==> src/adpcm2_pkg.sv <==
// ----------------------------------------------------------------------------
// adpcm2_pkg
// Shared types, constants and the step scale table for the 2-bit adaptive PCM
// decoder.
// ----------------------------------------------------------------------------
`default_nettype none

package adpcm2_pkg;

  localparam int STEP_W   = 15;
  localparam int SAMPLE_W = 16;
  localparam int CODE_W   = 2;
  localparam int BYTE_W   = 8;
  localparam int IDX_W    = 2;
  localparam int SCALE_W  = 9;
  localparam int PROD_W   = SCALE_W + STEP_W;

  localparam logic [STEP_W-1:0]   STEP_MIN   = 15'd127;
  localparam logic [STEP_W-1:0]   STEP_MAX   = 15'd24576;
  localparam logic [IDX_W-1:0]    LAST_IDX   = 2'd3;
  localparam logic [SAMPLE_W-1:0] SAMPLE_POS = 16'h7fff;
  localparam logic [SAMPLE_W-1:0] SAMPLE_NEG = 16'h8000;

  localparam logic [SCALE_W-1:0] SCALE_SMALL = 9'd235;
  localparam logic [SCALE_W-1:0] SCALE_LARGE = 9'd341;

  // sequencer states
  typedef enum logic [1:0] {
    ST_IDLE = 2'b01,
    ST_BUSY = 2'b10
  } state_t;

  // step adaptation factor, chosen by the magnitude bit
  function automatic logic [SCALE_W-1:0] step_scale(input logic mag);
    logic [SCALE_W-1:0] s;
    s = mag ? SCALE_LARGE : SCALE_SMALL;
    return s;
  endfunction

endpackage

`default_nettype wire

==> src/adpcm_2bit_decoder_unit.sv <==
// ----------------------------------------------------------------------------
// adpcm_2bit_decoder_unit
// Decodes one byte of four packed 2-bit adaptive PCM codes into four signed
// 16-bit samples, lowest code first, the fourth one marked last.
// ----------------------------------------------------------------------------
// Order: an accepted byte word moves the sequencer from IDLE to BUSY, then each
// code's sample is registered; one sample per cycle while out_ready is high.
// Throughput: one code per cycle through the single step multiplier while the
// output is not stalled; a byte is taken in its own cycle, only in IDLE.
// Reset: step size returns to 127, the predicted sample to 0, output empty.
`default_nettype none

module adpcm_2bit_decoder_unit (
  input  wire logic        clk,
  input  wire logic        rst,
  input  wire logic        in_valid,
  output logic             in_ready,
  input  wire logic [7:0]  code_byte,
  output logic             out_valid,
  input  wire logic        out_ready,
  output logic signed [15:0] sample,
  output logic             last
);

  adpcm2_pkg::state_t state;
  adpcm2_pkg::state_t state_next;

  logic [adpcm2_pkg::STEP_W-1:0]   step;
  logic [adpcm2_pkg::SAMPLE_W-1:0] pred;
  logic [adpcm2_pkg::BYTE_W-1:0]   codes;
  logic [adpcm2_pkg::IDX_W-1:0]    idx;

  logic                            mag;
  logic                            neg;
  logic                            advance;
  logic [adpcm2_pkg::STEP_W+1:0]   step3;
  logic [adpcm2_pkg::STEP_W-2:0]   diff;
  logic [adpcm2_pkg::SAMPLE_W:0]   acc;
  logic [adpcm2_pkg::SAMPLE_W-1:0] pred_next;
  logic [adpcm2_pkg::PROD_W-1:0]   prod;
  logic [adpcm2_pkg::SAMPLE_W-1:0] nstep;
  logic [adpcm2_pkg::STEP_W-1:0]   step_next;

  // handshake: byte taken only between bytes, a code advances when the
  // output register is free or being emptied
  assign in_ready = (state == adpcm2_pkg::ST_IDLE);
  assign advance  = (state == adpcm2_pkg::ST_BUSY) && (!out_valid || out_ready);

  // current code fields
  assign mag = codes[0];
  assign neg = codes[1];

  // difference: step or 3*step, then divide by eight; never reaches 32767
  assign step3 = {2'b00, step}
               + (mag ? {1'b0, step, 1'b0} : {(adpcm2_pkg::STEP_W+2){1'b0}});
  assign diff  = step3[adpcm2_pkg::STEP_W+1:3];

  // running sample with saturation when the 17-bit sum overflows 16 bits
  always_comb begin
    if (neg) begin
      acc = {pred[adpcm2_pkg::SAMPLE_W-1], pred} - {3'b000, diff};
    end else begin
      acc = {pred[adpcm2_pkg::SAMPLE_W-1], pred} + {3'b000, diff};
    end
    if (acc[adpcm2_pkg::SAMPLE_W] != acc[adpcm2_pkg::SAMPLE_W-1]) begin
      pred_next = acc[adpcm2_pkg::SAMPLE_W] ? adpcm2_pkg::SAMPLE_NEG : adpcm2_pkg::SAMPLE_POS;
    end else begin
      pred_next = acc[adpcm2_pkg::SAMPLE_W-1:0];
    end
  end

  // step adaptation through the shared multiplier, then clamp
  assign prod  = adpcm2_pkg::step_scale(mag) * step;
  assign nstep = prod[adpcm2_pkg::PROD_W-1:8];

  always_comb begin
    if (nstep < {1'b0, adpcm2_pkg::STEP_MIN}) begin
      step_next = adpcm2_pkg::STEP_MIN;
    end else if (nstep > {1'b0, adpcm2_pkg::STEP_MAX}) begin
      step_next = adpcm2_pkg::STEP_MAX;
    end else begin
      step_next = nstep[adpcm2_pkg::STEP_W-1:0];
    end
  end

  // sequencer next state
  always_comb begin
    state_next = state;
    case (state)
      adpcm2_pkg::ST_IDLE: begin
        if (in_valid) state_next = adpcm2_pkg::ST_BUSY;
      end
      adpcm2_pkg::ST_BUSY: begin
        if (advance && idx == adpcm2_pkg::LAST_IDX) state_next = adpcm2_pkg::ST_IDLE;
      end
      default: state_next = adpcm2_pkg::ST_IDLE;
    endcase
  end

  // control and decoder state
  always_ff @(posedge clk) begin
    if (rst) begin
      state     <= adpcm2_pkg::ST_IDLE;
      step      <= adpcm2_pkg::STEP_MIN;
      pred      <= '0;
      idx       <= '0;
      out_valid <= 1'b0;
    end else begin
      state <= state_next;
      if (in_valid && in_ready) begin
        idx <= '0;
      end else if (advance) begin
        idx <= idx + 1'b1;
      end
      if (advance) begin
        step      <= step_next;
        pred      <= pred_next;
        out_valid <= 1'b1;
      end else if (out_ready) begin
        out_valid <= 1'b0;
      end
    end
  end

  // code shift register and output word
  always_ff @(posedge clk) begin
    if (in_valid && in_ready) begin
      codes <= code_byte;
    end else if (advance) begin
      codes <= {2'b00, codes[adpcm2_pkg::BYTE_W-1:adpcm2_pkg::CODE_W]};
    end
    if (advance) begin
      sample <= pred_next;
      last   <= (idx == adpcm2_pkg::LAST_IDX);
    end
  end

  // step size stays within its adaptation bounds
  a_step_bounds: assert property (@(posedge clk) disable iff (rst)
    (step >= adpcm2_pkg::STEP_MIN) && (step <= adpcm2_pkg::STEP_MAX))
    else $error("step size out of bounds");

  // an accepted byte starts at its first code
  a_byte_start: assert property (@(posedge clk) disable iff (rst)
    (in_valid && in_ready) |=> (state == adpcm2_pkg::ST_BUSY) && (idx == '0))
    else $error("byte did not start at first code");

  // a stalled output holds the decoder state
  a_stall_hold: assert property (@(posedge clk) disable iff (rst)
    (state == adpcm2_pkg::ST_BUSY && out_valid && !out_ready)
      |=> $stable(idx) && $stable(pred) && $stable(step))
    else $error("decoder advanced while output stalled");

  // the last sample leaves only on the fourth code
  a_last_idx: assert property (@(posedge clk) disable iff (rst)
    advance |=> (last == ($past(idx) == adpcm2_pkg::LAST_IDX)))
    else $error("last flag on wrong code");

endmodule

`default_nettype wire

==> config.mk <==
export PLATFORM = sky130hd
export DESIGN_NAME = adpcm_2bit_decoder_unit
export DESIGN_NICKNAME = d
export VERILOG_FILES = /design/src/adpcm2_pkg.sv /design/src/adpcm_2bit_decoder_unit.sv
export SDC_FILE = /design/constraint.sdc
export NUM_CORES = 1
export LEC_CHECK = 0
export BUFFER_PORTS_ARGS = -buffer_cell sky130_fd_sc_hd__buf_2
export CORE_ASPECT_RATIO = 0.75
export CORE_MARGIN = 4
export CORE_UTILIZATION = 58
export CTS_CLUSTER_SIZE = 24
export DETAILED_ROUTE_END_ITERATION = 10
export PLACE_DENSITY = 0.9
export RECOVER_POWER = 25
export SLEW_MARGIN = 10
export SYNTH_ARGS = -nofsm -noshare
export SYNTH_HDL_FRONTEND = slang
export SYNTH_SLANG_ARGS = --single-unit
==> constraint.sdc <==
create_clock -name clk -period 5.7 [get_ports clk]
set_input_delay 0.57 -clock clk [delete_from_list [all_inputs] [get_ports clk]]
set_output_delay 0.57 -clock clk [all_outputs]
set_load 0.05 [all_outputs]
==> metrics.md <==
| Metric | Value |
|---|---|
| Critical path class | reg -> reg |
| Clock sinks | 61 |
| Post-layout minimum cycle time | 5.745 ns |
| Post-route cell area | 0.008912 mm^2 |
| PnR worst setup slack | -0.04488 ns |
| RSZ-0062 raised after global routing | yes |
| Grt total ovfl | 0 |
| Ratio of cells with drive above 1 in the final layout | 17.44% |
| Final hold vios | 0 |
| Layout Skew | 0.008944 ns |
| Synth area leaders | ha_1, fa_1, edfxtp_1, dfxtp_1, inv_1 |
| Die Y | 107.6 um |
| Max H-tree Level | 3 |
| Syn. warnings | 0 |
| Number of buffers added on ports | 30 |
| TritonRoute pass-1 iters | 7 |
| CTS root buf | clkbuf_16 |
| Routed Antenna Nets | 0 |
| Cell count after synthesis | 920 |
| CP bufs+invs | 6 |
| Worst Tran Pin Value | 0.6322 ns |
| Gp weighted congestion | 0.9793 |
| Setup-violating endpoint count in the final report | 8 |
| Site Rows | 36 |
| Final Core Density | 68.70% |
| CP required | 5.96 ns |
| Register area share after synthesis | 19.17% |
| Vias per std cell | 6.092 |
| Arrival time at the worst endpoint | 6.01 ns |
| Clk slew on worst S/H paths | 0.06 ns |
| Critical Path Max Stage Delay | 0.55 ns |
| Post-synth ARST share | 0% |
| CP Launch Type | flip-flop |
| WL/cell | 17.99 um |
| Seq cells post-synth | 61 |
| Share of the synthesized area in the top cell type | 15.65% |
| # diodes | 0 |
| Placed cell areas | 0.008225 mm^2 |
| Vias in the first global route | 6239 |
| Initial antenna violation count | 0 |
| Ports | 31 |
| Crit. End Element | flip-flop |
| Routed wl met3 | 2.097 mm |
| GR Util All Layers | 24.77% |
| Syn avg cell area | 8.342 um^2 |
| Critical-path cell list | clkbuf_16 > clkbuf_4 > nor2b_1 > ha_1 > inv_1 > fa_1 > fa_1 > fa_1 > inv_1 > ha_1 > nand2_1 > or3b_2 > inv_1 > nand3_4 > a21oi_4 > nor3_4 > or4_4 > o21ai_2 > buf_4 > nand2_1 > a22oi_1 |
| Max-slew violations | 0 |
| Post-DP HPWL | 14.90 mm |
| Core area | 0.01297 mm^2 |
| Ys flop type | dfxtp_1 |
| Area Overhead vs Synth | 16.12% |
| Crit path max fanout | 10 |
| Violated checks | setup timing |
| WL met1 | 8.807 mm |
| First-pass GRT wire length | 30.13 mm |
| Initial drt markers | 904 |
| Slew margin rel. | 57.85% |
| Class of the worst hold path | reg -> reg |
| CTS Buffer Depth | 2 |
| Initial Util | 59.16% |
| Most frequent cells in the layout | inv_1, ha_1, nand2_1 |
| Period utilization | 100.8% |
| Largest net degree at the start of global routing | 35 |
| Max Cap Violations | 0 |
| Worst skew pair latency | 0.34 ns |
| Netlist Area Pre-Place | 0.007675 mm^2 |
| Die W | 140.8 um |
| DIE AREA | 0.01516 mm^2 |
| Fmax | 0.1741 GHz |
| Top Layer Used | met4 |
| Slowest CP cell | or4_4 |
| Most common cell after layout, fill and taps aside | inv_1 |
| Via count | 6981 |
| DRC viols | 0 |
| Crit-path leading delay family | adder cells |
| Status | finished, violations left |
| Leading area contributor after synthesis | ha_1 |
| TritonCTS clock tree | done |
| Number of buffers created by CTS | 9 |
| Metal2 WL | 9.324 mm |
| WL final | 20.62 mm |
| Nets | 1129 |
| Pre-CTS WS | -0.08011 ns |
| Post-synthesis cell type count | 79 |
| Post-synth EDFFs | 25 |
| Fillers | 916 |
-- tightest hold or removal path: cells and delay by family (launching register included) --
family	cells	cell delay [ns]
AO/OA/AOI/OAI	1	0.06
flip-flops	1	0.33
AND/OR/NAND/NOR	1	0.05
-- repair_timing --
| item | in CTS | in global routing |
|---|---|---|
| endpoints found under the setup margin | 44 | 44 |
| gates resized for setup | 10 | 68 |
| hold endpoints to repair | 0 | 0 |
| pin swaps | 2 | 13 |
| cloned | 0 | 3 |
| setup buffers | 0 | 7 |
| hold buffers | 0 | 0 |
-- path summary, 6_finish.rpt --
kind | start | end | slack, ns | cells after the start
max | codes[0]$_DFFE_PP_ | step[0]$_SDFFE_PP1P_ | -0.04 | 21
max reg2reg | codes[0]$_DFFE_PP_ | step[0]$_SDFFE_PP1P_ | -0.04 | 21
min reg2reg | pred[5]$_SDFFE_PP0P_ | pred[5]$_SDFFE_PP0P_ | 0.47 | 2
min | pred[5]$_SDFFE_PP0P_ | pred[5]$_SDFFE_PP0P_ | 0.47 | 2
-- through the flow --
step,hold WS [ns],std cells,setup TNS [ns]
floorplan,0.4315,923,-0.009951
CTS,0.4665,1136,0
detailed placement,0.4550,1120,-0.8693
global route,0.5002,1146,-3.156
finish,0.4714,1146,-0.1826
global placement,0.4438,1120,-0.05998
-- registers in the layout, indices dropped and copies added, names as in the netlist --
| signal | count |
|---|---|
| state | 2 |
| idx | 2 |
| pred | 16 |
| codes | 8 |
| sample | 16 |
| step | 15 |
| last | 1 |
| out_valid | 1 |
-- final cells by class --
cell class,instances,area [um^2],share of cell area (%)
well taps,171,214.0,2.401
flip-flops and latches,61,1471,16.51
repair buffers,87,605.6,6.795
clock inverters,4,22.52,0.2527
clock buffers,12,256.5,2.878
multi-input cells,676,5832,65.44
inverters,135,510.5,5.728
-- metal layers --
metal	global-route usage, %	vias to the layer above
li1	-	3214
met5	0	-
met4	6.086	0
met1	35.74	3332
met3	4.707	45
met2	38.52	390
-- Yosys cell counts, drive strengths merged (5+ instances only) --
master / count
a21o: 11
nor2: 58
o21bai: 5
fa: 51
clkbuf: 45
nor2b: 9
nand4: 6
nand3: 12
ha: 96
buf: 6
o22ai: 6
xnor2: 37
inv: 135
nand2b: 23
or2: 6
edfxtp: 25
a22o: 6
o21ai: 40
nor3: 19
and2: 8
o21a: 11
nand2: 75
xor2: 18
dfxtp: 36
mux2: 8
and3: 6
a31oi: 9
maj3: 9
a21oi: 70
-- kinds of logic (layout without fill, tap and decap cells) --
| group | count (synthesis) | after routing | share of synthesized area, % |
|---|---|---|---|
| mux | 10 | 10 | 1.435 |
| xor+xnor | 56 | 56 | 6.570 |
| simple gates | 245 | 245 | 15.68 |
| compound gates | 205 | 205 | 17.54 |
| other cells | 1 | 4 | 0.04886 |
| buf+inv | 186 | 238 | 9.325 |
| flops | 61 | 61 | 19.17 |
| fa+ha+maj | 156 | 156 | 30.22 |
Power is not shown: default switching activity piles up to over one toggle a cycle in this logic, so the estimate is an artifact.
